[src/rtl/pstk_pkg.sv]
// ----------------------------------------------------------------------------
// pstk_pkg
// Shared types and constants for the priority stack: command and status
// codes, transfer payload structs and cell control.
// ----------------------------------------------------------------------------
package pstk_pkg;

  localparam int unsigned VAL_FIELD_W  = 32;
  localparam int unsigned PRIO_FIELD_W = 8;
  localparam int unsigned CNT_FIELD_W  = 5;

  // widest storage the parameters may ask for
  localparam int unsigned VAL_MAX_W  = 64;
  localparam int unsigned PRIO_MAX_W = 32;
  localparam int unsigned CNT_MAX_W  = 32;

  localparam int unsigned DEPTH_DEF          = 16;
  localparam int unsigned VALUE_WIDTH_DEF    = 32;
  localparam int unsigned PRIORITY_WIDTH_DEF = 8;

  typedef enum logic [1:0] {
    CMD_QUERY = 2'd0,
    CMD_PUSH  = 2'd1,
    CMD_POP   = 2'd2
  } cmd_e;

  typedef enum logic [1:0] {
    ST_OK    = 2'd0,
    ST_FULL  = 2'd1,
    ST_EMPTY = 2'd2
  } status_e;

  typedef struct packed {
    logic [1:0]              command;
    logic [VAL_FIELD_W-1:0]  push_value;
    logic [PRIO_FIELD_W-1:0] push_priority;
  } in_item_t;

  typedef struct packed {
    logic [VAL_FIELD_W-1:0]  top_value;
    logic [PRIO_FIELD_W-1:0] top_priority;
    logic                    is_empty;
    logic [CNT_FIELD_W-1:0]  entry_count;
    logic [1:0]              status;
  } out_item_t;

  typedef struct packed {
    logic push;
    logic pop;
  } cell_ctrl_t;

endpackage

[src/rtl/pstk_cell.sv]
// ----------------------------------------------------------------------------
// pstk_cell
// One slot of the sorted stack. On push it keeps its entry, takes the new
// entry or takes its upper neighbor's; on pop it takes its lower neighbor's.
// ----------------------------------------------------------------------------
module pstk_cell
  import pstk_pkg::*;
#(
  parameter int unsigned VALUE_WIDTH    = VALUE_WIDTH_DEF,
  parameter int unsigned PRIORITY_WIDTH = PRIORITY_WIDTH_DEF
) (
  input  logic                      clk_i,
  input  logic                      rst_ni,
  input  cell_ctrl_t                ctrl_i,
  input  logic [VALUE_WIDTH-1:0]    new_value_i,
  input  logic [PRIORITY_WIDTH-1:0] new_priority_i,
  input  logic [VALUE_WIDTH-1:0]    up_value_i,
  input  logic [PRIORITY_WIDTH-1:0] up_priority_i,
  input  logic                      up_valid_i,
  input  logic                      up_keep_i,
  input  logic [VALUE_WIDTH-1:0]    dn_value_i,
  input  logic [PRIORITY_WIDTH-1:0] dn_priority_i,
  input  logic                      dn_valid_i,
  output logic [VALUE_WIDTH-1:0]    value_o,
  output logic [PRIORITY_WIDTH-1:0] priority_o,
  output logic                      valid_o,
  output logic                      keep_o
);

  logic [VALUE_WIDTH-1:0]    value_q, value_d;
  logic [PRIORITY_WIDTH-1:0] prio_q, prio_d;
  logic                      valid_q, valid_d;
  logic                      keep;

  // entry stays put on push when it outranks the new one
  assign keep = valid_q && (prio_q > new_priority_i);

  always_comb begin
    value_d = value_q;
    prio_d  = prio_q;
    valid_d = valid_q;
    if (ctrl_i.push) begin
      valid_d = valid_q | up_valid_i;
      if (!keep) begin
        if (up_keep_i) begin
          value_d = new_value_i;
          prio_d  = new_priority_i;
        end else begin
          value_d = up_value_i;
          prio_d  = up_priority_i;
        end
      end
    end else if (ctrl_i.pop) begin
      value_d = dn_value_i;
      prio_d  = dn_priority_i;
      valid_d = dn_valid_i;
    end
  end

  always_ff @(posedge clk_i or negedge rst_ni) begin
    if (!rst_ni) begin
      valid_q <= 1'b0;
    end else begin
      valid_q <= valid_d;
    end
  end

  always_ff @(posedge clk_i) begin
    value_q <= value_d;
    prio_q  <= prio_d;
  end

  assign value_o    = value_q;
  assign priority_o = prio_q;
  assign valid_o    = valid_q;
  assign keep_o     = keep;

endmodule

[src/rtl/priority_stack.sv]
// ----------------------------------------------------------------------------
// priority_stack
// Bounded priority stack of value/priority pairs, highest priority on top,
// newest first among equal priorities. Built as a row of cells.
//
//   channel | direction | handshake               | payload
//   --------+-----------+-------------------------+------------
//   in      | input     | in_valid_i/in_stall_o   | in_item_t
//   out     | output    | out_valid_o/out_stall_i | out_item_t
//
// One command per cycle while in_stall_o is low; every cell compares against the broadcast push
// priority and shifts with its neighbors in the same cycle.
// The result appears in the cycle after the input transfer, in an output
// register; a new command is taken while that result is being drained.
// Reset clears the cell valid flags and the count; no clearing pass.
// in_stall_o rises only while a result waits and out_stall_i is high.
// ----------------------------------------------------------------------------
module priority_stack
  import pstk_pkg::*;
#(
  parameter int unsigned DEPTH          = DEPTH_DEF,
  parameter int unsigned VALUE_WIDTH    = VALUE_WIDTH_DEF,
  parameter int unsigned PRIORITY_WIDTH = PRIORITY_WIDTH_DEF
) (
  input  logic      clk_i,
  input  logic      rst_ni,
  input  logic      in_valid_i,
  output logic      in_stall_o,
  input  in_item_t  in_data_i,
  output logic      out_valid_o,
  input  logic      out_stall_i,
  output out_item_t out_data_o
);

  localparam int unsigned CNT_W = $clog2(DEPTH + 1);

  logic                      accept;
  logic                      full, empty;
  cell_ctrl_t                ctrl;
  status_e                   status_q, status_d;
  logic [CNT_W-1:0]          count_q, count_d;
  logic                      out_valid_q, out_valid_d;

  logic [VAL_MAX_W-1:0]      push_val_w;
  logic [PRIO_MAX_W-1:0]     push_prio_w;
  logic [VALUE_WIDTH-1:0]    push_val;
  logic [PRIORITY_WIDTH-1:0] push_prio;
  logic [VAL_MAX_W-1:0]      top_val_w;
  logic [PRIO_MAX_W-1:0]     top_prio_w;
  logic [CNT_MAX_W-1:0]      cnt_w;

  logic [VALUE_WIDTH-1:0]    cell_val  [DEPTH];
  logic [PRIORITY_WIDTH-1:0] cell_prio [DEPTH];
  logic [DEPTH-1:0]          cell_valid;
  logic [DEPTH-1:0]          cell_keep;

  assign accept     = in_valid_i && !in_stall_o;
  assign in_stall_o = out_valid_q && out_stall_i;
  assign full       = (count_q == CNT_W'(DEPTH));
  assign empty      = (count_q == '0);

  assign push_val_w  = VAL_MAX_W'(in_data_i.push_value);
  assign push_prio_w = PRIO_MAX_W'(in_data_i.push_priority);
  assign push_val    = push_val_w[VALUE_WIDTH-1:0];
  assign push_prio   = push_prio_w[PRIORITY_WIDTH-1:0];

  always_comb begin
    ctrl     = '0;
    status_d = status_q;
    count_d  = count_q;
    if (accept) begin
      status_d = ST_OK;
      unique case (in_data_i.command)
        CMD_PUSH: begin
          if (full) begin
            status_d = ST_FULL;
          end else begin
            ctrl.push = 1'b1;
            count_d   = count_q + CNT_W'(1);
          end
        end
        CMD_POP: begin
          if (empty) begin
            status_d = ST_EMPTY;
          end else begin
            ctrl.pop = 1'b1;
            count_d  = count_q - CNT_W'(1);
          end
        end
        default: begin
          status_d = ST_OK;
        end
      endcase
    end
  end

  for (genvar k = 0; k < DEPTH; k++) begin : g_cell
    logic [VALUE_WIDTH-1:0]    up_val, dn_val;
    logic [PRIORITY_WIDTH-1:0] up_prio, dn_prio;
    logic                      up_valid, up_keep, dn_valid;

    if (k == 0) begin : g_top
      assign up_val   = push_val;
      assign up_prio  = push_prio;
      assign up_valid = 1'b1;
      assign up_keep  = 1'b1;
    end else begin : g_mid
      assign up_val   = cell_val[k-1];
      assign up_prio  = cell_prio[k-1];
      assign up_valid = cell_valid[k-1];
      assign up_keep  = cell_keep[k-1];
    end

    if (k == DEPTH - 1) begin : g_bot
      assign dn_val   = cell_val[k];
      assign dn_prio  = cell_prio[k];
      assign dn_valid = 1'b0;
    end else begin : g_inner
      assign dn_val   = cell_val[k+1];
      assign dn_prio  = cell_prio[k+1];
      assign dn_valid = cell_valid[k+1];
    end

    pstk_cell #(
      .VALUE_WIDTH    (VALUE_WIDTH),
      .PRIORITY_WIDTH (PRIORITY_WIDTH)
    ) u_cell (
      .clk_i          (clk_i),
      .rst_ni         (rst_ni),
      .ctrl_i         (ctrl),
      .new_value_i    (push_val),
      .new_priority_i (push_prio),
      .up_value_i     (up_val),
      .up_priority_i  (up_prio),
      .up_valid_i     (up_valid),
      .up_keep_i      (up_keep),
      .dn_value_i     (dn_val),
      .dn_priority_i  (dn_prio),
      .dn_valid_i     (dn_valid),
      .value_o        (cell_val[k]),
      .priority_o     (cell_prio[k]),
      .valid_o        (cell_valid[k]),
      .keep_o         (cell_keep[k])
    );
  end

  always_comb begin
    out_valid_d = out_valid_q;
    if (accept) begin
      out_valid_d = 1'b1;
    end else if (!out_stall_i) begin
      out_valid_d = 1'b0;
    end
  end

  always_ff @(posedge clk_i or negedge rst_ni) begin
    if (!rst_ni) begin
      count_q     <= '0;
      status_q    <= ST_OK;
      out_valid_q <= 1'b0;
    end else begin
      count_q     <= count_d;
      status_q    <= status_d;
      out_valid_q <= out_valid_d;
    end
  end

  // result reads the settled state; it holds while the output stalls
  assign top_val_w  = VAL_MAX_W'(cell_val[0]);
  assign top_prio_w = PRIO_MAX_W'(cell_prio[0]);
  assign cnt_w      = CNT_MAX_W'(count_q);

  always_comb begin
    out_data_o.top_value    = empty ? '0 : top_val_w[VAL_FIELD_W-1:0];
    out_data_o.top_priority = empty ? '0 : top_prio_w[PRIO_FIELD_W-1:0];
    out_data_o.is_empty     = empty;
    out_data_o.entry_count  = cnt_w[CNT_FIELD_W-1:0];
    out_data_o.status       = status_q;
  end

  assign out_valid_o = out_valid_q;

  a_valid_count : assert property (@(posedge clk_i) disable iff (!rst_ni)
    $countones(cell_valid) == 32'(count_q))
    else $error("cell valid flags disagree with held count");

  a_top_valid : assert property (@(posedge clk_i) disable iff (!rst_ni)
    cell_valid[0] == !empty)
    else $error("top cell valid flag disagrees with empty");

  a_push_count : assert property (@(posedge clk_i) disable iff (!rst_ni)
    ctrl.push |=> count_q == $past(count_q) + CNT_W'(1))
    else $error("count did not grow after push");

  a_pop_count : assert property (@(posedge clk_i) disable iff (!rst_ni)
    ctrl.pop |=> count_q == $past(count_q) - CNT_W'(1))
    else $error("count did not shrink after pop");

endmodule

[config.mk]
export PLATFORM = sky130hd
export DESIGN_NAME = priority_stack
export DESIGN_NICKNAME = d
export VERILOG_FILES = /design/src/rtl/pstk_pkg.sv /design/src/rtl/pstk_cell.sv /design/src/rtl/priority_stack.sv
export SDC_FILE = /design/constraint.sdc
export NUM_CORES = 2
export LEC_CHECK = 0
export ABC_AREA = 1
export BUFFER_PORTS_ARGS = -buffer_cell sky130_fd_sc_hd__buf_2
export CAP_MARGIN = 20
export CORE_MARGIN = 1
export CORE_UTILIZATION = 55
export CTS_CLUSTER_DIAMETER = 100
export CTS_CLUSTER_SIZE = 16
export DETAILED_ROUTE_END_ITERATION = 8
export PLACE_DENSITY_LB_ADDON = 0.3
export SLEW_MARGIN = 20
export SYNTH_ARGS = -nofsm -noshare
export SYNTH_HDL_FRONTEND = slang
export SYNTH_SLANG_ARGS = --single-unit
[constraint.sdc]
create_clock -name clk_i -period 3.7 [get_ports clk_i]
set_clock_uncertainty 0.15 [all_clocks]
set_input_delay 0.74 -clock clk_i [delete_from_list [all_inputs] [get_ports clk_i]]
set_output_delay 0.74 -clock clk_i [all_outputs]
set_load 0.01 [all_outputs]
-- Word-level counts from Yosys, hierarchy flattened
Index checks and enable logic that the tools add are counted.
- input port bits: 46
- register bits: 664
- word-level logic and storage cells: 312
- output and inout port bits: 50
- magnitude comparators: 16
- equal/unequal tests: 21
- add/subtract/negate cells: 2
- multiplexer cells: 167
- reductions and logical operators: 39
- bitwise operators: 16
- operators with widths (kind ; count):
    two-way mux 32 bit ; 61
    two-way mux 8 bit ; 61
    > comparator 8 bit ; 16
    two-way mux 1 bit ; 39
    inequality test 2 bit (second input constant) ; 17
    AND reduction 2 bit ; 16
    logical AND 1 bit ; 18
    bitwise OR 1 bit ; 15
    two-way mux 5 bit ; 2
    case mux 5 bit (2 select lines) ; 1
    adder 5 x 1 -> 5 bit (second input constant) ; 1
    == test 5 bit (second input constant) ; 1
    zero test 5 bit ; 1
    subtractor 5 x 1 -> 5 bit (second input constant) ; 1
    two-way mux 2 bit ; 2
    case mux 2 bit (2 select lines) ; 1
    AND reduction 4 bit ; 1
    nonzero test 2 bit ; 2
    == test 2 x 1 -> 1 bit (second input constant) ; 1
    == test 2 bit (second input constant) ; 1
    inequality test 2 x 1 -> 1 bit (second input constant) ; 1
    zero test 1 bit ; 1
    NOT 1 bit ; 1

-- Longest topological paths before layout
- depth in word-level cells: 6
- depth in mapped cells: 15
- depth with buffers taken out: 14

-- Hierarchy
Synthesis repeated with hierarchy kept, for this count alone.
- cell total of the unflattened synthesis: 4442
- area total of the unflattened synthesis: 37674.9 µm²
- modules (own cells, without submodules) (module ; times used ; cells an instance ; area an instance (µm²)):
    pstk_cell ; 16 ; 267 ; 2294.7
    priority_stack ; 1 ; 170 ; 959.7

-- Worst setup path after synthesis
No wires, ideal clock.
- path type: input port to flip-flop
- start point: input in_data_i[3] in the netlist's numbering
- end point: register g_cell[15].u_cell.prio_q[0], enable pin
- buffers on the path: 0
- stages on the path: 6
- slack: -0.578 ns
- arrival: 3.677 ns
- data required time: 3.099 ns
- path through: inv_1 ha_1 a21oi_1 o21ai_0 a21o_1 a21oi_1
- word-level cells in the longest chain between the ends: 4
- RTL lines (item ; line ; RTL):
    from (decl) ; priority_stack.sv:29 ; input in_item_t in_data_i,
    > comparator 8 bit ; pstk_cell.sv:36 ; assign keep = valid_q && (prio_q > new_priority_i);
    logical AND 1 bit ; pstk_cell.sv:36 ;
    NOT 1 bit (no line) ; n/a ;
    AND reduction 2 bit (no line) ; n/a ;
    to (signal assigned) ; pstk_cell.sv:70 ; prio_q <= prio_d;
    to (decl) ; pstk_cell.sv:31 ; logic [PRIORITY_WIDTH-1:0] prio_q, prio_d;
Every way passes these cells.
A chain may end at the register's enable or synchronous reset.

-- Worst setup path in the final report
- start point: register count_q[2]
- end point: register g_cell[12].u_cell.value_q[21], enable pin
- word-level cells in the longest chain between the ends: 6
- elaborated cells between the ends (all ways): 10
- RTL lines (item ; line ; RTL):
    from (decl) ; priority_stack.sv:41 ; logic [CNT_W-1:0] count_q, count_d;
    from (signal assigned) ; priority_stack.sv:162 ; count_q <= count_d;
    == test 5 bit or zero test 5 bit (tied branches) ; priority_stack.sv:59, priority_stack.sv:60 ;
    two-way mux 1 bit, on equally long branches ; priority_stack.sv:75, priority_stack.sv:83 ;
    two-way mux 1 bit ; priority_stack.sv:73 ; unique case (in_data_i.command)
    two-way mux 2 bit * ; priority_stack.sv:71 ; if (accept) begin
    inequality test 2 bit (no line) or nonzero test 2 bit (tied branches) ; n/a ;
    AND reduction 2 bit (no line) * ; n/a ;
    to (signal assigned) ; pstk_cell.sv:69 ; value_q <= value_d;
    to (decl) ; pstk_cell.sv:30 ; logic [VALUE_WIDTH-1:0] value_q, value_d;
Every way passes the cells marked *; elsewhere a longest branch is shown, timed or not.

==> summary.txt <==
Min path
  • Hold Path Origin: in_valid_i
  • Worst Hold Path EP: out_valid_o
  • Worst hold-check path type: input pin to flip-flop
  • Min-Delay Path Depth: 3

Logic synthesis
  • Avg Inst Size Synth: 7.426 um2
  • Register area share after synthesis: 51.50%
  • Cells after Synth: 5,182
  • Synth Net Count: 5,362
  • Post-synth EDFFs: 640
  • Async SR Flop Fraction: 3.614%
  • Register bit total from synthesis: 664
  • Yosys warns: 0
  • Unique masters post-synth: 29
  • Ys flop type: edfxtp_1
  • Post-Syn Area: 0.03848 mm2

STA
  • Worst slew margin: 2.631%
  • Final hold vios: 0
  • Worst Max-Slew Pin Slew: 1.461 ns
  • Final Cycle Share: 81.89%
  • RSZ-0062 raised after global routing: false
  • Final min period: 3.030 ns
  • Setup tns final: 0 ns
  • FMAX: 330.1 MHz
  • # setup viols final: 0
  • Final hold slack: 0.2195 ns
  • Pins Over Slew Limit: 0

Setup path
  • Worst Setup Start Kind: flip-flop
  • Critical path capture point type: flip-flop
  • FF-to-FF path depth: 8
  • RR Startpoint: count_q[2]
  • Critical path peak fanout: 34
  • CP delay by family, top: simple AND/OR/NAND/NOR gates
  • CP max stage delay: 0.45 ns
  • Critical Path RT: 3.80 ns
  • Worst reg2reg endpoint: g_cell[12].u_cell.value_o[21]
  • R2r setup slk: 0.67 ns
  • Slowest stage cell, crit path: buf_4
  • CP Buf/Inv Count: 3
  • Path length in cells of the critical path: 8
  • Crit-path cells: nor2_1 > nand4_1 > nand3_4 > inv_4 > nor2_4 > inv_2 > nand2_1 > buf_4
  • WP data arrival: 3.13 ns
  • Setup CP Type: flip-flop to flip-flop

Power and ir drop
  • Leak pwr: 0.02427 uW
  • Power Dens Cells: 466.8 mW/mm2
  • VDD IR max: 0.0003311 V

Cells and area
  • Most frequent cells in the layout: 3,174 x nand2_1, 687 x inv_1, 640 x edfxtp_1
  • Area delta synth->final: 6.379%
  • Most common cell after layout, fill and taps aside: nand2_1
  • Design Area, Final: 0.04094 mm2
  • Fraction of layout cells with a size suffix above 1: 4.399%
  • Nets@finish: 5,322
  • Filler Cell Count: 6,308

Drt
  • DR DRC count: 0
  • Vias: 29,250
  • Drt via density: 4.798
  • Drt first pass iters: 6
  • Drt initial violations: 2,534
  • WL/cell: 13.74 um
  • Total Wirelength: 83,760 um
  • Antenna-violating nets left: 0

Global routing
  • Met1 Use GR: 35.81%
  • Largest net degree at the start of global routing: 248
  • Vias in the first global route: 27,730
  • Routing usage on met2: 36.63%
  • Antenna violations before repair: 4
  • All-Layer GR Usage: 23.74%
  • Top Usage Layer GRT: met2
  • First-pass GRT wire length: 139,800 um
  • Gr ovfl total: 0
  • M3 GR Usage: 2.740%

Place
  • IO buf count: 95
  • Routability Congestion: 0.8466
  • Placed Area: 0.03962 mm2
  • Post-DP HPWL: 60,100 um

Clock tree
  • TritonCTS Buffers: 47
  • Postcts setup bufs: 0
  • CTS sink cnt: 664
  • Clock latency on the worst-skew pair: 0.62 ns
  • CTS tree: built
  • Max Root-Sink Buffers: 3
  • Reg clk slew, reported paths: 0.07 ns
  • H-Tree Depth: 2
  • Root Buffer: clkbuf_16

Die
  • Site row count: 96
  • Die Ht: 266.5 um
  • Initial Util: 55.82%
  • Core box area: 0.06895 mm2
  • # IOs: 96
  • Die area: 0.07103 mm2
  • Die X: 266.5 um

Outcome
  • Outcome: complete, no violations

Job
  • Maxcap violations: 0
cells in the mapped netlist (all sizes together) (2+ instances only):
| cell type | count | area [um2] |
|---|---|---|
| a22oi | 2 | 15.01 |
| nand2 | 3187 | 11990 |
| inv | 691 | 2596 |
| nor2 | 61 | 244.0 |
| buf | 111 | 560.5 |
| edfxtp | 640 | 19220 |
| a31oi | 2 | 12.51 |
| a21oi | 55 | 275.3 |
| nand3 | 44 | 232.7 |
| a21o | 15 | 112.6 |
| clkbuf | 134 | 503.0 |
| ha | 133 | 1664 |
| nand4 | 3 | 18.77 |
| dfrtp | 24 | 600.6 |
| a21boi | 2 | 15.01 |
| o21ai | 70 | 350.3 |
| xor2 | 3 | 26.28 |
state kept, by name, indices dropped and copies added, names as in the netlist:
signal and count:
out_valid_o 1, g_cell.u_cell.priority_o 128, status_q 2, g_cell.u_cell.value_o 512
count_q 5, g_cell.u_cell.valid_o 16
routing by layer:
metal | part of all wire (%) | vias to the layer above | wire length [um]
li1 | - | 15590 | -
met1 | 49 | 12700 | 41210
met2 | 43 | 851 | 35940
met3 | 6.1 | 101 | 5148
met4 | 1.7 | 0 | 1457
met5 | 0 | - | 0
worst register-to-register path, stage by stage (launching register included):
cell and delay [ns]:
dfrtp_1 0.42, nor2_1 0.18, nand4_1 0.22, nand3_4 0.20, inv_4 0.21, nor2_4 0.29
inv_2 0.22, nand2_1 0.32, buf_4 0.45
area by class of cell:
type                            instances  area [um2]  area share (%)
Antenna cell                            4       10.01         0.02445
Multi-Input combinational cell       3582       15040           36.73
Clock inverter                          1       8.758         0.02139
Tap cell                              931        1165           2.845
Sequential cell                       664       19820           48.41
Timing Repair Buffer                  156        1011           2.470
Inverter                              691        2596           6.342
Clock buffer                           66        1290           3.151
cell families after synthesis:
kind of cell	share of synthesized area (%)
and+or+nand+nor	32.47
buffers and inverters	9.510
DFF	51.50
AOI/OAI and AO/OA	2.052
adders and majority gates	4.376
xor gates and xnor gates	0.09105
timing repair:
item,in CTS,in global routing
hold endpoints to repair,24,0
hold buffers,1,0
gates resized for setup,0,0
where the power goes:
group / switching [uW] / total [uW] / internal (uW)
clock network: 2500 / 4910 / 2410
registers: 352 / 9610 / 9260
logic: 3200 / 4590 / 1390
total: 6050 / 19100 / 13100
stage by stage:
| step | util (%) | setup WS, ns | total power (uW) | std cells |
|---|---|---|---|---|
| 2_1_floorplan | - | 0.05598 | 13050 | 5182 |
| 3_3_place_gp | 57.46 | 0.2079 | 14180 | 6023 |
| 3_5_place_dp | 57.46 | 0.1383 | 14330 | 6023 |
| 4_1_cts | 59.36 | 0.7086 | 19200 | 6091 |
| 5_1_grt | 59.38 | 0.5103 | 20220 | 6095 |
| 6_report | 59.38 | 0.6702 | 19110 | 6095 |
worst max path at each step:
stage / start / slack, ns / to
detailed placement: in_data_i[7] / 0.14 / g_cell[12].u_cell.value_o[10]
global placement: in_data_i[7] / 0.21 / g_cell[12].u_cell.value_o[10]
finish: count_q[2] / 0.67 / g_cell[12].u_cell.value_o[21]
floorplan: in_data_i[3] / 0.06 / g_cell[14].u_cell.priority_o[0]
global route: count_q[2] / 0.51 / g_cell[7].u_cell.value_o[15]
CTS: count_q[2] / 0.71 / g_cell[12].u_cell.value_o[21]
No activity file was read; power rests on OpenSTA's default activity.
